## src/rtl/rwd_pkg.sv

```systemverilog
`timescale 1ns / 1ps
`default_nettype none
// ----------------------------------------------------------------------------
// Reorder window delivery package
// Field widths, slot entry type and controller states shared by the block.
// ----------------------------------------------------------------------------
package rwd_pkg;

  localparam int SEQ_IN_W = 8;
  localparam int HANDLE_W = 32;
  localparam int LENGTH_W = 11;

  typedef logic [SEQ_IN_W-1:0] seq_t;
  typedef logic [HANDLE_W-1:0] handle_t;
  typedef logic [LENGTH_W-1:0] length_t;

  typedef struct packed {
    handle_t handle;
    length_t length;
  } entry_t;

  typedef enum logic [1:0] {
    ST_IDLE,
    ST_SCAN,
    ST_OUT
  } rwd_state_t;

endpackage
`default_nettype wire

```

## src/rtl/rwd_in_if.sv

```systemverilog
`timescale 1ns / 1ps
`default_nettype none
// ----------------------------------------------------------------------------
// Packet descriptor channel
// Valid/ready channel carrying one packet descriptor per transaction.
// ----------------------------------------------------------------------------
interface rwd_in_if;
  import rwd_pkg::*;

  logic    valid;
  logic    ready;
  seq_t    seq;
  handle_t payload_handle;
  length_t length;

  modport source (output valid, output seq, output payload_handle, output length,
                  input ready);
  modport sink   (input valid, input seq, input payload_handle, input length,
                  output ready);
endinterface
`default_nettype wire

```

## src/rtl/rwd_out_if.sv

```systemverilog
`timescale 1ns / 1ps
`default_nettype none
// ----------------------------------------------------------------------------
// Delivery channel
// Valid/ready channel carrying one in-order delivery per transaction.
// ----------------------------------------------------------------------------
interface rwd_out_if;
  import rwd_pkg::*;

  logic    valid;
  logic    ready;
  handle_t out_handle;
  length_t out_length;
  logic    last;

  modport source (output valid, output out_handle, output out_length, output last,
                  input ready);
  modport sink   (input valid, input out_handle, input out_length, input last,
                  output ready);
endinterface
`default_nettype wire

```

## src/rtl/rwd_slot_store.sv

```systemverilog
`timescale 1ns / 1ps
`default_nettype none
// ----------------------------------------------------------------------------
// Reorder window slot store
// One-write, one-read synchronous memory of packet handles and lengths,
// read data registered.
// ----------------------------------------------------------------------------
module rwd_slot_store #(
  parameter int DEPTH  = 16,
  parameter int ADDR_W = 4
) (
  input  logic              clk,
  input  logic              wr_en,
  input  logic [ADDR_W-1:0] wr_addr,
  input  rwd_pkg::entry_t   wr_data,
  input  logic              rd_en,
  input  logic [ADDR_W-1:0] rd_addr,
  output rwd_pkg::entry_t   rd_data
);
  import rwd_pkg::*;

  entry_t mem [DEPTH];

  always_ff @(posedge clk) begin
    if (wr_en) begin
      mem[wr_addr] <= wr_data;
    end
  end

  always_ff @(posedge clk) begin
    if (rd_en) begin
      rd_data <= mem[rd_addr];
    end
  end

endmodule
`default_nettype wire

```

## src/rtl/reorder_window_delivery_unit.sv

```systemverilog
`timescale 1ns / 1ps
`default_nettype none
// ----------------------------------------------------------------------------
// Reorder window delivery unit
// Receive-side reorder window: stores out-of-order packet descriptors and
// releases them in sequence order.
// ----------------------------------------------------------------------------
// Usage:
//   rx carries packet descriptors (seq, payload_handle, length). A descriptor
//   whose slot (seq mod SEQ_SPACE mod WINDOW_SLOTS) is occupied is dropped.
//   Otherwise it is written into the slot memory and the controller walks the
//   window from the expected slot, sending every occupied slot on tx until
//   the first empty one; the final delivery of a walk has last set.
//   Timing: rx is taken only while the controller is idle. A stored
//   descriptor is written in ST_IDLE and the expected slot is checked in
//   ST_SCAN; each delivery is read from the slot memory in ST_SCAN and then
//   offered on tx in ST_OUT (held there while tx.ready is low). A duplicate
//   is dropped without leaving ST_IDLE. The slot memory has a single read
//   port and the walk goes one slot at a time, so no new descriptor is taken
//   until the walk has ended.
//   A stalled receiver holds the delivery on tx and freezes the walk.
//   Reset clears all occupancy flags and the expected sequence at once.
// ----------------------------------------------------------------------------
module reorder_window_delivery_unit #(
  parameter int WINDOW_SLOTS = 16,
  parameter int SEQ_SPACE    = 256
) (
  input  logic      clk,
  input  logic      rst,
  rwd_in_if.sink    rx,
  rwd_out_if.source tx
);
  import rwd_pkg::*;

  localparam int SLOT_W   = (WINDOW_SLOTS > 1) ? $clog2(WINDOW_SLOTS) : 1;
  localparam int SEQ_W    = $clog2(SEQ_SPACE);
  localparam int SEQ_VALS = 2 ** SEQ_IN_W;

  rwd_state_t               state;
  rwd_state_t               state_next;
  logic [WINDOW_SLOTS-1:0]  full;
  logic [SEQ_W-1:0]         exp_seq;
  logic [SEQ_W-1:0]         exp_seq_next;
  logic [SLOT_W-1:0]        exp_slot;
  logic [SLOT_W-1:0]        exp_slot_next;
  logic                     last_q;
  logic                     nxt_full;
  logic [SLOT_W-1:0]        in_slot;
  logic                     wr_en;
  logic                     rd_en;
  entry_t                   wr_data;
  entry_t                   rd_data;
  logic [SLOT_W-1:0]        slot_lut [SEQ_VALS];

  // Sequence number to window slot, worked out at elaboration.
  for (genvar v = 0; v < SEQ_VALS; v++) begin : g_slot_lut
    assign slot_lut[v] = SLOT_W'((v % SEQ_SPACE) % WINDOW_SLOTS);
  end

  assign in_slot = slot_lut[rx.seq];
  assign wr_data = '{handle: rx.payload_handle, length: rx.length};

  // Advance expected sequence; slot restarts at zero when the sequence wraps.
  always_comb begin
    if (exp_seq == SEQ_W'(SEQ_SPACE - 1)) begin
      exp_seq_next  = '0;
      exp_slot_next = '0;
    end else begin
      exp_seq_next  = exp_seq + 1'b1;
      exp_slot_next = (exp_slot == SLOT_W'(WINDOW_SLOTS - 1)) ? '0 : exp_slot + 1'b1;
    end
    // the slot being freed now counts as empty
    nxt_full = full[exp_slot_next] && (exp_slot_next != exp_slot);
  end

  always_ff @(posedge clk) begin
    if (rst) begin
      state    <= ST_IDLE;
      full     <= '0;
      exp_seq  <= '0;
      exp_slot <= '0;
    end else begin
      state <= state_next;
      if (wr_en) begin
        full[in_slot] <= 1'b1;
      end
      if (rd_en) begin
        full[exp_slot] <= 1'b0;
        exp_seq        <= exp_seq_next;
        exp_slot       <= exp_slot_next;
      end
    end
  end

  always_ff @(posedge clk) begin
    if (rd_en) begin
      last_q <= !nxt_full;
    end
  end

  always_comb begin
    state_next = state;
    wr_en      = 1'b0;
    rd_en      = 1'b0;
    rx.ready   = (state == ST_IDLE);
    tx.valid   = (state == ST_OUT);
    unique case (state)
      ST_IDLE: begin
        // drop duplicates: occupied slot leaves everything unchanged
        if (rx.valid && !full[in_slot]) begin
          wr_en      = 1'b1;
          state_next = ST_SCAN;
        end
      end
      ST_SCAN: begin
        if (full[exp_slot]) begin
          rd_en      = 1'b1;
          state_next = ST_OUT;
        end else begin
          state_next = ST_IDLE;
        end
      end
      ST_OUT: begin
        if (tx.ready) begin
          state_next = last_q ? ST_IDLE : ST_SCAN;
        end
      end
      default: state_next = ST_IDLE;
    endcase
  end

  assign tx.out_handle = rd_data.handle;
  assign tx.out_length = rd_data.length;
  assign tx.last       = last_q;

  rwd_slot_store #(
    .DEPTH  (WINDOW_SLOTS),
    .ADDR_W (SLOT_W)
  ) u_slot_store (
    .clk     (clk),
    .wr_en   (wr_en),
    .wr_addr (in_slot),
    .wr_data (wr_data),
    .rd_en   (rd_en),
    .rd_addr (exp_slot),
    .rd_data (rd_data)
  );

  a_store_sets_full: assert property (@(posedge clk) disable iff (rst)
    (rx.valid && rx.ready && !full[in_slot]) |=> full[$past(in_slot)])
    else $error("stored descriptor did not mark its slot occupied");

  a_dup_no_change: assert property (@(posedge clk) disable iff (rst)
    (rx.valid && rx.ready && full[in_slot]) |=> ($stable(full) && state == ST_IDLE))
    else $error("duplicate descriptor changed window state");

  a_delivery_frees: assert property (@(posedge clk) disable iff (rst)
    (state == ST_SCAN && full[exp_slot] && !(WINDOW_SLOTS == 1 && 1'b0))
    |=> !full[$past(exp_slot)])
    else $error("delivered slot still occupied");

  a_last_ends_run: assert property (@(posedge clk) disable iff (rst)
    (tx.valid && tx.ready && tx.last) |=> !full[exp_slot])
    else $error("walk ended while expected slot is occupied");

endmodule
`default_nettype wire
```

## src/flat_wrapper.sv

```systemverilog
// flat-port wrapper written by rule: the top's interface ports become plain ports
module reorder_window_delivery_unit_flat import rwd_pkg::*;
#(
  parameter int WINDOW_SLOTS = 16,
  parameter int SEQ_SPACE    = 256
)
  (clk, rst, rx_valid, rx_seq, rx_payload_handle, rx_length, rx_ready, tx_valid, tx_out_handle, tx_out_length, tx_last, tx_ready);
  rwd_in_if rx_i ();
  rwd_out_if tx_i ();
  input  logic clk;
  input  logic rst;
  input wire logic [$bits(rx_i.valid)-1:0] rx_valid;
  input wire logic [$bits(rx_i.seq)-1:0] rx_seq;
  input wire logic [$bits(rx_i.payload_handle)-1:0] rx_payload_handle;
  input wire logic [$bits(rx_i.length)-1:0] rx_length;
  output wire logic [$bits(rx_i.ready)-1:0] rx_ready;
  output wire logic [$bits(tx_i.valid)-1:0] tx_valid;
  output wire logic [$bits(tx_i.out_handle)-1:0] tx_out_handle;
  output wire logic [$bits(tx_i.out_length)-1:0] tx_out_length;
  output wire logic [$bits(tx_i.last)-1:0] tx_last;
  input wire logic [$bits(tx_i.ready)-1:0] tx_ready;
  assign rx_i.valid = rx_valid;
  assign rx_i.seq = rx_seq;
  assign rx_i.payload_handle = rx_payload_handle;
  assign rx_i.length = rx_length;
  assign rx_ready = rx_i.ready;
  assign tx_valid = tx_i.valid;
  assign tx_out_handle = tx_i.out_handle;
  assign tx_out_length = tx_i.out_length;
  assign tx_last = tx_i.last;
  assign tx_i.ready = tx_ready;
  reorder_window_delivery_unit #(.WINDOW_SLOTS(WINDOW_SLOTS), .SEQ_SPACE(SEQ_SPACE)) u_core (.clk(clk), .rst(rst), .rx(rx_i), .tx(tx_i));
endmodule
```

## config.mk

```make
export PLATFORM = sky130hd
export DESIGN_NAME = reorder_window_delivery_unit_flat
export DESIGN_NICKNAME = d
export VERILOG_FILES = /design/src/rtl/rwd_pkg.sv /design/src/rtl/rwd_in_if.sv /design/src/rtl/rwd_out_if.sv /design/src/rtl/rwd_slot_store.sv /design/src/rtl/reorder_window_delivery_unit.sv /design/src/flat_wrapper.sv
export SDC_FILE = /design/constraint.sdc
export NUM_CORES = 1
export LEC_CHECK = 0
export ABC_AREA = 1
export BUFFER_PORTS_ARGS = -buffer_cell sky130_fd_sc_hd__clkbuf_2
export CAP_MARGIN = 20
export CORE_ASPECT_RATIO = 1.5
export CORE_MARGIN = 1
export CORE_UTILIZATION = 54
export CTS_CLUSTER_SIZE = 8
export DETAILED_ROUTE_END_ITERATION = 16
export PLACE_DENSITY = 0.74
export SYNTH_ARGS = -nofsm -noshare
export SYNTH_HDL_FRONTEND = slang
export SYNTH_SLANG_ARGS = --single-unit
```

## constraint.sdc

```tcl
create_clock -name clk -period 14.55 [get_ports clk]
set_clock_uncertainty 0.2 [all_clocks]
set_input_delay 3.6375 -clock clk [delete_from_list [all_inputs] [get_ports clk]]
set_output_delay 3.6375 -clock clk [all_outputs]
set_load 0.01 [all_outputs]
```

==> results_dict.tcl, run 1 <==
set metrics [dict create \
    status "complete, no violations" \
    track_usage_pct 25.8 \
    cts_resized 0 \
    dr.pass1.iters 6 \
    routedWlPerCell_um 22.9 \
    worstHoldPathCells 2 \
    ys_types 29 \
    core_region_area_um2 54800 \
    vias 19900 \
    criticalPathCategory "in -> reg" \
    crit_fanout 43 \
    first_iter_violations 2336 \
    r2r_setup_slack_ns 10.61 \
    setup_tns_ns 0 \
    crit_arrival_ns 5.96 \
    comb_power_share_pct 2.3 \
    areaGrowthSynthToFinish_pct 12.9 \
    core.rowCount 105 \
    p_leak_nw 11.6 \
    cp-end-kind "register" \
    required_ns 14.59 \
    cts_buffers 105 \
    cts.clk_slew.worst_paths_ns 0.06 \
    p_per_area_nw_per_um2 139 \
    hold_class "reg -> reg" \
    dieHeight_um 291 \
    drive_gt1_share_pct 11.2 \
    syn_nets 2442 \
    p_seq_share_pct 52.0 \
    via_per_inst 6.26 \
    p_clk_share_pct 45.7 \
    worstHoldStart "u_core.exp_seq[1]$_SDFFE_PP0P_" \
    switching_share_pct 20.0 \
    cts-root-buf "clkbuf_16" \
    slew_viol_final 0 \
    maxCapViolations 0 \
    grt_pass1_vias 19900 \
    synth_seq_cells 762 \
    clock_path_buffers 3 \
    max_freq_mhz 169 \
    fp.dieW_um 195 \
    io_pins 101 \
    slew_headroom_pct 23.6 \
    avgSynthCellArea_um2 12.6 \
    cts_tree "yes" \
    cts_setup_buffers 0 \
    hold_end "u_core.exp_seq[1]$_SDFFE_PP0P_" \
    start_kind "input port" \
    rsz0062_at_grt "no" \
    ir_worst_vdd_uv 100 \
    die-area_um2 56600 \
    ys.warnings.count 0 \
    grt_pass1_wl_um 111000 \
    internal_power_mw 3.76 \
    reg2reg_from "u_core.exp_slot[1]$_SDFFE_PP0P_" \
    setup_viol 0 \
    routed_wl_um 72700 \
    dp_hpwl_um 33800 \
    antenna_found_initial 4 \
    cts_max_level 3 \
    ant_nets 0 \
    syn_area_um2 30000 \
    start_util_pct 54.8 \
    dpl.cell_count 3047 \
    ctsHoldBuffers 0 \
    drc 0 \
    period_needed_ns 5.92 \
    grt_max_degree 203 \
    finalHoldViolCount 0 \
    fin_nets 2519 \
    cts.sinks 762 \
    gp_congestion 0.864 \
    switching_power_mw 0.939 \
    clk_latency_ns 0.64 \
    grt_overflow 0 \
    yosysSeqAreaShare_pct 75.2 \
    finalNonFillerCells 3180 \
    synthCells 2382 \
    tightest_slew_ns 1.15 \
    regToRegEndpoint "u_core.u_slot_store.rd_data[19]$_DFFE_PP_" \
    io_buffers 96 \
    reg2reg_depth 10 \
    post-route-period-util_pct 40.7 \
]
-- how the worst max path moves through the flow --
stage	start	to	slack, ns	depth (start not counted)
detailed placement	rx_seq[0]	u_core.u_slot_store.mem[14][26]$_DFFE_PP_	7.99	12
global route	rx_seq[0]	u_core.u_slot_store.mem[12][2]$_DFFE_PP_	8.45	12
global placement	rx_seq[0]	u_core.u_slot_store.mem[14][31]$_DFFE_PP_	8.02	12
finish	rx_seq[0]	u_core.u_slot_store.mem[12][22]$_DFFE_PP_	8.63	12
floorplan	rx_seq[1]	u_core.u_slot_store.mem[1][0]$_DFFE_PP_	6.37	10
CTS	rx_seq[0]	u_core.u_slot_store.mem[14][1]$_DFFE_PP_	8.63	12
-- placed cells by master, fill, tap and decap left out, types with 2 or more instances in the layout --
cell and count:
inv_2 16, dfxtp_4 2, clkbuf_1 19, nand4_1 74
nand3_1 39, inv_1 48, nor2_2 7, clkinv_16 3
inv_6 2, buf_4 27, o22ai_1 172, nand2_1 319
edfxtp_1 732, nand3b_1 3, clkbuf_16 105, a21oi_1 15
nor3_2 4, diode_2 2, nor2_1 387, clkbuf_2 96
xor2_1 5, nor3_1 2, ha_1 5, nor3_4 3
o21ai_0 355, nor2_4 3, dfxtp_1 28
-- synth_stat cells --
cell	instances	area share, %
nand2_4	1	0.037
nand3_4	1	0.058
nand3b_1	3	0.075
nand4_1	74	1.5
o22ai_1	172	3.6
nand3_1	39	0.65
inv_1	58	0.72
inv_2	8	0.10
clkbuf_1	118	1.5
nor2_1	390	4.9
o21ai_0	355	5.9
buf_6	3	0.11
buf_1	10	0.13
buf_4	4	0.10
nand4_2	1	0.042
nand2_1	319	4.0
nor3_2	3	0.10
nand2_2	1	0.021
nor2_8	1	0.067
buf_2	19	0.32
edfxtp_1	732	73
xor2_1	5	0.15
xnor2_1	1	0.029
o21ai_1	1	0.017
a21oi_1	15	0.25
nor3_1	6	0.10
dfxtp_1	30	2.0
nor2_2	7	0.15
ha_1	5	0.21
-- through the flow --
step	area (um^2)	power (mW)	hold slack, ns	util, %	worst slack, ns
2_1_floorplan	30000	2.54	0.252	-	6.37
5_1_grt	33900	4.82	0.324	61.9	8.45
6_report	33900	4.70	0.295	61.9	8.63
3_5_place_dp	31000	2.59	0.286	56.7	7.99
3_3_place_gp	31000	2.58	0.263	56.7	8.02
4_1_cts	33900	4.71	0.294	61.9	8.63
-- power by group through the flow --
stage,clock [mW],combinational [mW],sequential [mW]
4_1_cts,2.16,0.109,2.44
3_3_place_gp,0,0.104,2.48
2_1_floorplan,0,0.0549,2.48
5_1_grt,2.26,0.121,2.44
6_report,2.15,0.110,2.44
3_5_place_dp,0,0.109,2.48
-- cell type report --
| cell class | instances | area (um^2) |
|---|---|---|
| Antenna cell | 2 | 5.00 |
| Clock buffer | 124 | 2700 |
| Clock inverter | 7 | 158 |
| Fill cell | 3821 | 20900 |
| Inverter | 66 | 258 |
| Multi-Input combinational cell | 1400 | 6620 |
| Sequential cell | 762 | 22600 |
| Tap cell | 695 | 870 |
| Timing Repair Buffer | 124 | 703 |
-- metal layers --
metal	wire, um	GRT usage [%]	part of all wire [%]
met5	28	0	0.038
met4	2940	13.4	4.0
met3	6260	4.05	8.6
met2	35700	42.1	49
met1	27800	33.7	38
-- registers in the layout, indices dropped and copies added, names as in the netlist --
register	flops
u_core.state	2
u_core.u_slot_store.mem	688
u_core.u_slot_store.rd_data	43
u_core.exp_slot	4
u_core.full	16
u_core.tx.last	1
u_core.exp_seq	8
-- critical path: stages --
cell and delay (ns):
clkbuf_2 0.24, inv_2 0.12, nand2_1 0.07, nand2_1 0.05
nand2_1 0.05, nand2_1 0.05, nand2_1 0.07, nand2_1 0.12
nor2_8 0.27, nand3_4 0.28, nor3_4 0.21, buf_4 0.75
-- cell families (layout without fill, tap and decap cells) --
group,after synthesis,in the layout,share of synthesized area [%]
flip-flops,762,762,75.2
other,0,2,0
buffers and inverters,220,321,2.95
AND/OR/NAND/NOR,846,846,11.7
AO/OA/AOI/OAI,543,543,9.77
XOR/XNOR,6,6,0.175
adder cells (fa/ha/maj),5,5,0.208
Power figures use the tool's default switching activity.
==> inputs of run 2 (changes only) <==
Settings changed: PLACE_DENSITY 0.74 to 0.77.
Clock period 14.55 ns to 5.4 ns, I/O delays scaled along.
==> run 2 against run 1 <==
Register-to-register slack lost 9.1 ns; sequential power rose to 2.7 times the previous value; via count is 0.56% higher; worst setup slack worse by 7.1 ns; combinational power rose to 2.8 times the previous value; non-clock buffer count is 10 higher; critical path type is now reg -> reg; critical endpoint is now u_core.u_slot_store.rd_data[18]$_DFFE_PP_; largest power group unchanged.
==> results_dict.tcl, run 2 (synthesis gave the netlist of run 1 again) <==
set metrics [dict create \
    core_region_area_um2 54800 \
    gp_congestion 0.856 \
    r2r_setup_slack_ns 1.53 \
    dpl_cell_area_um2 31100 \
    design_area_um2 34100 \
    clk_latency_ns 0.64 \
    cts_resized 0 \
    areaGrowthSynthToFinish_pct 13.5 \
    p_per_area_nw_per_um2 374 \
    post-route-period-util_pct 71.7 \
    slew_headroom_pct 32.0 \
    cts_buffers 105 \
    grt_pass1_wl_um 112000 \
    die-area_um2 56600 \
    worst_slack_ns 1.53 \
    maxCapViolations 0 \
    cts.sinks 762 \
    largest_reg_flops 688 \
    io_pins 101 \
    ir_worst_vdd_uv 267 \
    rsz0062_at_grt "no" \
    nFillCells 3799 \
    routed_wl_um 74000 \
    routedWlPerCell_um 23.0 \
    dp_hpwl_um 37800 \
    dieHeight_um 291 \
    fin_nets 2529 \
    status "complete, no violations" \
    finalNonFillerCells 3213 \
    fp.dieW_um 195 \
    grt_max_degree 129 \
    dpl.cell_count 3056 \
    start_kind "register" \
    path_cells "buf_4 > nand2_1 > nand3_1 > nand2_1 > nand2_1 > nand2_1 > inv_2 > nand2_4 > nand2_2 > inv_2 > buf_4" \
    antenna_found_initial 3 \
    criticalPathCategory "reg -> reg" \
    vias 20000 \
    grt_overflow 0 \
    crit_slowest_cell "buf_4" \
    hold_class "reg -> reg" \
    setup_viol 0 \
    hold_slack_ns 0.296 \
    slew_viol_final 0 \
    cts.clk_slew.worst_paths_ns 0.06 \
    start_util_pct 54.8 \
    setup_tns_ns 0 \
    max_freq_mhz 258 \
    tightest_slew_ns 1.02 \
    dr.pass1.iters 5 \
    slowest_delay_ns 0.75 \
    cts_tree "yes" \
    ant_nets 0 \
    ctsHoldBuffers 0 \
    cp-end-kind "register" \
    core.rowCount 105 \
    mostFrequentLayoutCell "edfxtp_1" \
    via_per_inst 6.23 \
    p_total_mw 12.7 \
    finalHoldViolCount 0 \
    drc 0 \
    final_util_pct 62.2 \
    p_leak_nw 11.7 \
    period_needed_ns 3.87 \
    drive_gt1_share_pct 11.5 \
    layout_common_cells "732 x edfxtp_1, 387 x nor2_1, 355 x o21ai_0" \
    grt_pass1_vias 20100 \
    cts-root-buf "clkbuf_16" \
    cp_common_cell "nand2_1" \
    clock_path_buffers 3 \
    first_iter_violations 2375 \
    track_usage_pct 26.0 \
    cts_max_level 3 \
    largest_register "u_core.u_slot_store.mem" \
    cts_setup_buffers 0 \
    crit_arrival_ns 4.02 \
    io_buffers 96 \
    crit_fanout 84 \
    post-place-ws_ns 1.23 \
    top_regs "u_core.u_slot_store.mem x688, u_core.u_slot_store.rd_data x43, u_core.full x16" \
    required_ns 5.55 \
]
## run 2: changes by cell type in the layout (fill, tap and decap cells not counted)
cell	change
clkinv_8	+3
buf_16	+1
buf_4	+8
clkbuf_1	+22
bufinv_16	-1
clkinv_4	+1
buf_12	+1
clkinv_16	-1
inv_16	-1
## run 2: layer usage
metal,global-route usage [%],vias to the layer above,wire [um]
met3,4.44,201,5490
met5,0,-,13
met4,12.8,2,2930
met1,31.0,9923,27300
li1,-,8855,-
met2,45.4,1038,38300
## run 2: area by class of cell
type / instances / area (um^2) / share of cell area (%)
clock buffers: 146 / 2780 / 8.16
repair buffers: 134 / 811 / 2.38
inverters: 66 / 258 / 0.756
well taps: 695 / 870 / 2.55
multi-input cells: 1400 / 6620 / 19.4
clock inverters: 8 / 135 / 0.397
flip-flops and latches: 762 / 22600 / 66.3
diodes: 2 / 5.00 / 0.0147
## run 2: worst max-delay path: cells and delay by family, from the launching register on
family        cells  cell delay, ns
flops             1            0.70
simple gates      7            0.97
buf+inv           4            1.59
## run 2: path summary, 6_finish.rpt
path | depth (start not counted) | startpoint | to
max | 11 | u_core.exp_slot[0]$_SDFFE_PP0P_ | u_core.u_slot_store.rd_data[18]$_DFFE_PP_
max reg2reg | 11 | u_core.exp_slot[0]$_SDFFE_PP0P_ | u_core.u_slot_store.rd_data[18]$_DFFE_PP_
min | 2 | u_core.exp_seq[4]$_SDFFE_PP0P_ | u_core.exp_seq[4]$_SDFFE_PP0P_
min reg2reg | 2 | u_core.exp_seq[4]$_SDFFE_PP0P_ | u_core.exp_seq[4]$_SDFFE_PP0P_
## run 2: power breakdown
group          internal [mW]  switching, mW  total (mW)
Sequential              6.56         0.0210        6.58
Clock                   3.53           2.32        5.85
Combinational         0.0655          0.242       0.307
Total                   10.1           2.58        12.7
